### src/tbd_pkg.sv
// shared types and constants of the triangle bucket downsampler
// no dependencies
package tbd_pkg;

  localparam int POS_W       = 12;
  localparam int IDX_W       = 11;
  localparam int CFG_W       = 12;
  localparam int CFG_IDX_W   = 1;
  localparam int QUOT_W      = 2 * POS_W;
  localparam int STORE_DEPTH = 2048;

  localparam logic [CFG_IDX_W-1:0] REG_SAMPLE_COUNT  = 1'b0;
  localparam logic [CFG_IDX_W-1:0] REG_TARGET_POINTS = 1'b1;

  localparam logic [CFG_W-1:0] RST_SAMPLE_COUNT  = 12'd2048;
  localparam logic [CFG_W-1:0] RST_TARGET_POINTS = 12'd256;

  typedef struct packed {
    logic [IDX_W-1:0] idx;
    logic             last;
  } out_item_t;

  typedef struct packed {
    logic             start;
    logic [POS_W-1:0] j;
    logic [POS_W-1:0] span;
    logic [POS_W-1:0] steps;
  } div_req_t;

endpackage

### src/tbd_edge_div.sv
// bucket edge divider: floor(j * span / steps), one quotient bit per cycle
// depends on tbd_pkg
module tbd_edge_div (
  input  logic                         clk_i,
  input  logic                         rst_ni,
  input  tbd_pkg::div_req_t            req_i,
  output logic                         done_o,
  output logic [tbd_pkg::QUOT_W-1:0]   quot_o
);

  localparam int QW = tbd_pkg::QUOT_W;
  localparam int PW = tbd_pkg::POS_W;
  localparam int CW = $clog2(QW);

  logic [QW-1:0] dvd_q, dvd_d;
  logic [PW-1:0] den_q, den_d;
  logic [PW-1:0] rem_q, rem_d;
  logic [CW-1:0] cnt_q, cnt_d;
  logic          busy_q, busy_d;
  logic          done_q, done_d;
  logic [PW:0]   trial;
  logic          fits;

  always_comb begin
    trial  = {rem_q, dvd_q[QW-1]};
    fits   = trial >= {1'b0, den_q};
    dvd_d  = dvd_q;
    den_d  = den_q;
    rem_d  = rem_q;
    cnt_d  = cnt_q;
    busy_d = busy_q;
    done_d = 1'b0;
    if (req_i.start) begin
      dvd_d  = QW'(req_i.j) * QW'(req_i.span);
      den_d  = req_i.steps;
      rem_d  = '0;
      cnt_d  = '0;
      busy_d = 1'b1;
    end else if (busy_q) begin
      rem_d = fits ? PW'(trial - {1'b0, den_q}) : trial[PW-1:0];
      dvd_d = {dvd_q[QW-2:0], fits};
      cnt_d = cnt_q + 1'b1;
      if (cnt_q == CW'(QW - 1)) begin
        busy_d = 1'b0;
        done_d = 1'b1;
      end
    end
  end

  always_ff @(posedge clk_i or negedge rst_ni) begin
    if (!rst_ni) begin
      busy_q <= 1'b0;
      done_q <= 1'b0;
      cnt_q  <= '0;
    end else begin
      busy_q <= busy_d;
      done_q <= done_d;
      cnt_q  <= cnt_d;
    end
  end

  always_ff @(posedge clk_i) begin
    dvd_q <= dvd_d;
    den_q <= den_d;
    rem_q <= rem_d;
  end

  assign done_o = done_q;
  assign quot_o = dvd_q;

endmodule

### config.mk
export PLATFORM = sky130hd
export DESIGN_NAME = tbd_edge_div
export DESIGN_NICKNAME = d
export VERILOG_FILES = /design/src/tbd_pkg.sv /design/src/tbd_edge_div.sv
export SDC_FILE = /design/constraint.sdc
export NUM_CORES = 1
export LEC_CHECK = 0
export CORE_MARGIN = 2
export CORE_UTILIZATION = 45
export DETAILED_ROUTE_END_ITERATION = 8
export DONT_BUFFER_PORTS = 1
export SKIP_LAST_GASP = 1
export SLEW_MARGIN = 20
export SYNTH_ARGS = -nofsm -noshare
export SYNTH_HDL_FRONTEND = slang
export SYNTH_SLANG_ARGS = --single-unit
### constraint.sdc
create_clock -name clk_i -period 2.71 [get_ports clk_i]
set_input_delay 0.542 -clock clk_i [delete_from_list [all_inputs] [get_ports clk_i]]
set_output_delay 0.542 -clock clk_i [all_outputs]
set_load 0.02 [all_outputs]
======== Word-level counts from Yosys, hierarchy flattened ========
Index checks and enable logic that the tools add are counted.
word-level totals
  logic and storage cells ................. 23
  input bits .............................. 39
  bits in registers ....................... 55
cells by class
  $mul .................................... 1
  muxes and demuxes ....................... 11
  $lt $le $gt $ge ......................... 1
  add/sub/neg operators ................... 2
  equal/unequal tests ..................... 1
  reductions and logical operators ........ 1
operators by type and width
  kind                 count
  $mux 24              2
  $mul 12x12->24       1
  $ge 13x12->1         1
  $mux 12              1
  $sub 12x12->12       1
  $mux 5               2
  $mux 1               6
  $add 5x1->5 const B  1
  $eq 5x5->1 const B   1
  $reduce_bool 2->1    1

======== Depth between registers and ports, before layout ========
Gate-level depths: netlist (run 1).
  word-level depth ........................ 4
  mapped depth ............................ 19

======== Worst setup path after synthesis (run 1) ========
No wires, ideal clock.
  path kind ............................... input port to flip-flop
  from .................................... in req_i[26] in the netlist's numbering
  to ...................................... reg dvd_q[23], in the netlist quot_o[23] (data pin)
  arrival ................................. 5196 ps
  path buffers ............................ 1
  required time ........................... 2454 ps
  path slack .............................. -2742 ps
  stages .................................. 16
  cell sequence ........................... clkbuf_1 and2_1 fa_1 fa_1 fa_1 fa_1 inv_1 fa_1 inv_1 ha_1 a21oi_1 o21ai_0 a21oi_2 a21oi_1 or4_1 a31o_2
between the ends
  cells in the longest elaborated chain, start to end .. 2
ends and longest elaborated chain
  what                    RTL line            text
  start: declaration      tbd_edge_div.sv:6   input tbd_pkg::div_req_t req_i,
  $mul 12x12->24          tbd_edge_div.sv:34  dvd_d = QW'(req_i.j) * QW'(req_i.span);
  $mux 24                 tbd_edge_div.sv:33  if (req_i.start) begin
  net dvd_d[23]           tbd_edge_div.sv:15  logic [QW-1:0] dvd_q, dvd_d;
  end signal: assignment  tbd_edge_div.sv:63  dvd_q <= dvd_d;
  end: declaration        tbd_edge_div.sv:15
The timed path passes the listed nets, and every way through them passes these cells.
A chain may end at the register's enable or synchronous reset.

======== Worst setup path after layout (run 1) ========
  from .................................... in req_i[29] in the netlist's numbering
  to ...................................... reg dvd_q[23], in the netlist quot_o[23] (data pin)
Same word-level chain as after synthesis.

==> flow_metrics.env, run 1 <==
export IMPL_peakVddDrop_mv=0.921
export IMPL_wire_per_inst_um=16.7
export IMPL_period_needed_ns=4.73
export IMPL_cp_cell_sequence="nand2_4, fa_1, fa_1, fa_1, inv_1, fa_1, inv_1, fa_1, inv_2, ha_4, a21oi_4, o21ai_2, a21oi_4, a21oi_2, or4_1, a31o_2"
export IMPL_fin_nets=1071
export IMPL_grt_pass1_vias=6235
export IMPL_ant_nets=0
export IMPL_finClkSkew_ns=0.00671
export IMPL_synth_area_um2=7520
export IMPL_rsz0062_at_grt="true"
export IMPL_layout_commonest_cell="inv_1"
export IMPL_fin_crit_sh_pct=175
export IMPL_hold_start="req_i[36]"
export IMPL_crit_required_ns=2.76
export IMPL_p_per_area_nw_per_um2=1330
export IMPL_placed_area_um2=8430
export IMPL_max_freq_mhz=211
export IMPL_crit_top_cell="fa_1"
export IMPL_cp_max_fo=12
export IMPL_cts_tree="done"
export IMPL_max_stage_delay_ns=0.56
export IMPL_hold_path_depth=1
export IMPL_setup_tns_ns=-29.02
export IMPL_seq_area_um2=1500
export IMPL_worst_slew_pin_slew_ns=0.614
export IMPL_pre_cts_ws_ns=-2.37
export IMPL_numCtsBuffers=5
export IMPL_ios=64
export IMPL_startpoint="req_i[29]"
export IMPL_clock_latency_ns=0.29
export IMPL_seq_area_frac_synth_pct=19.9
export IMPL_io_buffers=0
export IMPL_multi_input_area_um2=5840
export IMPL_synth_nets=1037
export IMPL_synth_cells=822
export IMPL_design_die_area_um2=17800
export IMPL_finalSetupViolCount=19
export IMPL_cts_root_buf="clkbuf_16"
export IMPL_antenna_found_initial=0
export IMPL_clock_sinks=55
export IMPL_ys_types=64
export IMPL_final_core_util_pct=53.6
export IMPL_synth_warnings=0
export IMPL_p_total_mw=11.7
export IMPL_arrival_ns=4.78
export IMPL_ys_flop_type="edfxtp_1"
export IMPL_startpoint_type="primary input"
export IMPL_drive_gt1_share_pct=21.5
export IMPL_crit_type="primary input to flop"
export IMPL_cts_buffer_depth=2
export IMPL_slew_headroom_pct=59.0
export IMPL_status="finished with violations"
export IMPL_htree_levels=2
export IMPL_end_kind="flop"
export IMPL_grt_max_degree=60
export IMPL_r2r_start="quot_o[23]"
export IMPL_rows=47
export IMPL_nFillCells=1514
export IMPL_fin_ws_ns=-2.02
export IMPL_async_flop_share_pct=12.7
export IMPL_finalMaxSlewViolations=0
export IMPL_finalHoldViolCount=0
export IMPL_core_um2=16500
export IMPL_leakagePower_nw=4.16
export IMPL_die_w_um=133
export IMPL_dr_pass1_iters=5
export IMPL_route_vias_total=5766
export IMPL_drv_cap=0
export IMPL_avgSynthCellArea_um2=9.15
export IMPL_timing_rr_end="rem_q[10]"
export IMPL_violations="setup timing"
export IMPL_dpl_hpwl_um=14200
export IMPL_routed_wl_um=17900
export IMPL_grt_pass1_wl_um=30600
export IMPL_clkTransAtPathRegs_ns=0.07
export IMPL_areaGrowthSynthToFinish_pct=17.4
export IMPL_hold_path_class="primary input to flop"
export IMPL_r2r_slack_ns=0.28
export IMPL_slowest_stage="fa_1"
export IMPL_grt_overflow=0
export IMPL_diodes=0
export IMPL_viasPerCell=5.35
export IMPL_dr_first_iter_drc_count=263
export IMPL_die_h_um=133
export IMPL_fin_area_um2=8830
export IMPL_hold_end="rem_q[5]"
export IMPL_start_util_pct=45.7
export IMPL_synth_seq_cells=55
export IMPL_mostFrequentLayoutCells="inv_1 (138), nand2_1 (113), fa_1 (95), buf_4 (58), ha_1 (57)"
export IMPL_reg2reg_depth=9
export IMPL_drcViolationCount=0
export IMPL_synth_edff_count=36
export IMPL_grt_use_total_pct=21.3
export IMPL_gp_congestion=0.856
==> logic make-up after synthesis <==
family / synth area share, %
AO/OA/AOI/OAI: 10.2
XOR/XNOR: 2.33
buffers and inverters: 9.42
AND/OR/NAND/NOR: 16.4
adder cells (fa/ha/maj): 39.4
multiplexers: 2.38
flip-flops: 19.9
==> state kept, by name (all words and copies together), names as in the netlist <==
signal,count
busy_q,1
cnt_q,5
den_q,12
done_o,1
quot_o,24
rem_q,12
==> per-layer routing <==
metal	track usage, %	vias up	part of all wire, %
met5	0	-	0
met4	3.72	0	1.5
met3	3.12	22	4.2
met2	37.4	126	51
met1	28.5	2903	43
li1	-	2715	-
==> area by class of cell <==
type	instances	area share, %
Clock buffer	8	1.79
Inverter	152	6.46
Multi-Input combinational cell	579	66.1
Sequential cell	55	16.9
Tap cell	220	3.12
Timing Repair Buffer	63	5.55
==> report_power, final <==
group	switching (mW)	internal, mW	total, mW	leakage, nW
Clock	0.284	0.400	0.684	0.0763
Combinational	4.50	4.78	9.28	3.52
Sequential	0.435	1.32	1.75	0.565
==> synth_stat cells (2+ instances only) <==
library cell / number / area (um^2)
dfrtp_1: 7 / 175
and2_1: 57 / 357
inv_1: 152 / 571
fa_1: 101 / 2020
nand3_1: 7 / 35.0
nor2_1: 30 / 113
nor3_1: 5 / 25.0
nor2b_1: 5 / 31.3
edfxtp_1: 36 / 1080
a21oi_2: 2 / 17.5
mux2_2: 15 / 169
nand2_1: 126 / 473
clkbuf_1: 34 / 128
a21o_1: 6 / 45.0
buf_2: 2 / 10.0
or3_1: 4 / 25.0
o311ai_0: 2 / 17.5
and3_1: 2 / 12.5
o21a_1: 5 / 37.5
ha_1: 75 / 938
nand4_1: 8 / 50.1
nand4b_1: 2 / 17.5
o22ai_1: 3 / 18.8
a311o_1: 2 / 20.0
a211oi_1: 4 / 30.0
a21oi_1: 26 / 130
dfxtp_1: 12 / 240
a311oi_1: 10 / 87.6
o31ai_1: 5 / 37.5
o21ai_0: 21 / 105
xnor2_1: 12 / 105
o211ai_1: 3 / 22.5
nand2b_1: 2 / 12.5
xor2_1: 8 / 70.1
nor4_1: 2 / 12.5
==> through the flow <==
step / cells / hold WS (ns)
finish: 1077 / 0.318
global route: 1077 / 0.306
CTS: 1072 / 0.312
detailed placement: 1062 / 0.247
global placement: 1062 / 0.247
floorplan: 822 / 0.246
==> worst max path at each step <==
stage / end / slack, ns
floorplan: quot_o[23] / -2.30
global placement: quot_o[23] / -2.32
detailed placement: quot_o[23] / -2.37
CTS: quot_o[15] / -1.98
global route: quot_o[23] / -2.13
finish: quot_o[23] / -2.02
==> critical path: cells and delay by family <==
family,cells,cell delay (ns)
adders and majority gates,6,2.73
buffers and inverters,3,0.15
and+or+nand+nor,2,0.56
AOI/OAI and AO/OA,5,0.79
==> repair_timing <==
action | 4_1_cts | 5_1_grt
endpoints found under the setup margin | 20 | 21
endpoints found under the hold margin | 7 | 0
resized for setup | 20 | 28
hold buffers | 1 | 0
pin swaps | 24 | 22
buffers inserted | 1 | 5
Power figures use the tool's default switching activity.
==> inputs of run 2 (changes only) <==
--- a/config.mk
+++ b/config.mk
@@ -7,2 +7,3 @@
 export LEC_CHECK = 0
+export ABC_AREA = 1
 export CORE_MARGIN = 2
==> constraint.sdc (replaced) <==
create_clock -name clk_i -period 2.71 [get_ports clk_i]
set_input_delay 0.1355 -clock clk_i [delete_from_list [all_inputs] [get_ports clk_i]]
set_output_delay 0.1355 -clock clk_i [all_outputs]
set_load 0.02 [all_outputs]
==> flow_metrics.env, run 2 <==
export IMPL_status="finished with violations"
export IMPL_violations="setup timing"
export IMPL_setup_tns_ns=-16.78
export IMPL_instances_no_fill=1342
export IMPL_use_met2_pct=39.1
export IMPL_placed_area_um2=8940
export IMPL_max_freq_mhz=258
export IMPL_rows=48
export IMPL_rsz0062_at_grt="true"
export IMPL_use_met3_pct=3.40
export IMPL_fin_crit_sh_pct=143
export IMPL_grt_use_total_pct=22.9
export IMPL_die_w_um=138
export IMPL_synth_area_leaders="fa_1 (25%), nand2_1 (17%), edfxtp_1 (13%)"
export IMPL_startpoint_type="primary input"
export IMPL_fin_area_um2=9650
export IMPL_cts_root_buf="clkbuf_16"
export IMPL_dr_pass1_iters=5
export IMPL_cp_num_buf_inv=4
export IMPL_period_needed_ns=3.88
export IMPL_core_um2=17400
export IMPL_leakagePower_nw=5.31
export IMPL_finalSetupViolCount=18
export IMPL_drive_gt1_share_pct=19.8
export IMPL_crit_type="primary input to flop"
export IMPL_ys_types=37
export IMPL_viasPerCell=4.99
export IMPL_design_die_area_um2=19000
export IMPL_grt_overflow=0
export IMPL_peakVddDrop_mv=0.995
export IMPL_numCtsBuffers=5
export IMPL_arrival_ns=3.94
export IMPL_die_h_um=138
export IMPL_gp_congestion=0.850
export IMPL_finalHoldViolCount=0
export IMPL_synth_cells=1087
export IMPL_worst_slew_pin_slew_ns=0.944
export IMPL_synth_nets=1302
export IMPL_synth_top_cell_area_share_pct=25.1
export IMPL_dr_first_iter_drc_count=300
export IMPL_end_kind="flop"
export IMPL_busiest_layer="met2"
export IMPL_routed_wl_um=20300
export IMPL_cts_tree="done"
export IMPL_io_buffers=0
export IMPL_ant_nets=0
export IMPL_yosys_area_top_type="fa_1"
export IMPL_cp_cell_sequence="nand2_4, fa_1, fa_1, fa_1, inv_1, fa_1, inv_1, fa_1, inv_2, ha_4, nand2_4, nor2_4, inv_1, nor2_1, nand3_1, nand3_1, nand2_1, nand3_1, nand2_1"
export IMPL_grt_pass1_vias=6964
export IMPL_dpl_hpwl_um=15800
export IMPL_clkTransAtPathRegs_ns=0.08
export IMPL_synth_seq_cells=55
export IMPL_layout_commonest_cell="nand2_1"
export IMPL_cts_buffer_depth=2
export IMPL_drv_cap=0
export IMPL_slowest_stage="fa_1"
export IMPL_ios=64
export IMPL_p_per_area_nw_per_um2=1380
export IMPL_crit_required_ns=2.77
export IMPL_hold_path_class="primary input to flop"
export IMPL_grt_pass1_wl_um=34300
export IMPL_route_vias_total=6696
export IMPL_crit_family="adder cells"
export IMPL_wire_per_inst_um=15.1
export IMPL_use_met1_pct=31.3
export IMPL_fin_nets=1331
export IMPL_max_stage_delay_ns=0.56
export IMPL_grt_max_degree=32
export IMPL_synth_most_common_cell="nand2_1"
export IMPL_htree_levels=2
export IMPL_ys_flop_type="edfxtp_1"
export IMPL_synth_edff_count=36
export IMPL_fin_ws_ns=-1.17
export IMPL_p_total_mw=13.3
export IMPL_crit_top_cell="fa_1"
export IMPL_dp_cells=1315
export IMPL_mostFrequentLayoutCells="nand2_1 (296), inv_1 (249), fa_1 (91), ha_1 (57), nand3_1 (37)"
export IMPL_cp_max_fo=12
export IMPL_antenna_found_initial=0
export IMPL_start_util_pct=46.3
export IMPL_largest_reg_flops=24
export IMPL_slew_headroom_pct=37.0
export IMPL_yosys_top_cells_count="nand2_1 (357), inv_1 (277), fa_1 (101)"
export IMPL_clock_sinks=55
export IMPL_hold_slack_ns=0.0420
export IMPL_async_flop_share_pct=12.7
export IMPL_drcViolationCount=0
export IMPL_clock_latency_ns=0.30
export IMPL_avgSynthCellArea_um2=7.42
export IMPL_seq_area_frac_synth_pct=18.6
export IMPL_synth_area_um2=8070
export IMPL_finClkSkew_ns=0.00583
export IMPL_synth_warnings=0
export IMPL_diodes=0
export IMPL_areaGrowthSynthToFinish_pct=19.7
export IMPL_finalMaxSlewViolations=0
==> run 2: cell count changes in the layout (fill, tap and decap cells not counted), sizes merged, moves of 13 or more <==
cell and change:
mux2 -15, inv +128, and2 -55, nand3 +44
dlygate4sd3 +13, buf -21, nand2 +235
==> run 2: cell families (layout without fill, tap and decap cells) <==
logic type	count (synthesis)	after routing	share of synthesized area [%]
compound gates	45	45	3.13
xor+xnor	14	14	1.52
fa+ha+maj	176	176	36.7
buf+inv	312	342	14.7
flops	55	55	18.6
simple gates	485	485	25.4
==> run 2: path summary, 6_finish.rpt <==
check	startpoint	to	slack [ns]	depth (start not counted)
min reg2reg	rem_q[7]	rem_q[7]	0.48	2
max reg2reg	quot_o[23]	rem_q[6]	0.40	11
min in group asynchronous	rst_ni	done_o	0.16	1
max in group asynchronous	rst_ni	cnt_q[2]	2.30	1
min	req_i[36]	quot_o[1]	0.04	2
max	req_i[31]	quot_o[21]	-1.17	19
==> run 2: what timing repair did <==
item / CTS / global route
setup buffers: 3 / 3
hold endpoints to repair: 35 / 0
hold buffers: 14 / 0
endpoints found under the setup margin: 18 / 18
resized for setup: 36 / 56
pin swaps: 29 / 37
==> run 2: final cells by class <==
cell class	instances	area, um^2
inverter	279	1050
clock buffer	6	129
tap	225	282
timing repair buffer	55	475
sequential	55	1500
fill	1669	7760
clock inverter	2	16.3
multi-input combinational	720	6200
==> run 2: through the flow <==
step,util [%],setup slack (ns)
2_1_floorplan,-,-1.37
3_3_place_gp,51.3,-1.46
3_5_place_dp,51.3,-1.50
4_1_cts,54.0,-1.12
5_1_grt,55.4,-1.36
6_report,55.4,-1.17
==> run 2: power breakdown <==
group | internal (mW) | switching [mW]
sequential | 1.27 | 0.411
clock | 0.348 | 0.324
combinational | 4.91 | 6.06
==> run 2: routing by layer <==
| layer | share of wire, % | wire length (um) |
|---|---|---|
| met3 | 3.8 | 773 |
| met4 | 1.8 | 370 |
| met5 | 0 | 0 |
| met2 | 50 | 10100 |
| met1 | 45 | 9100 |
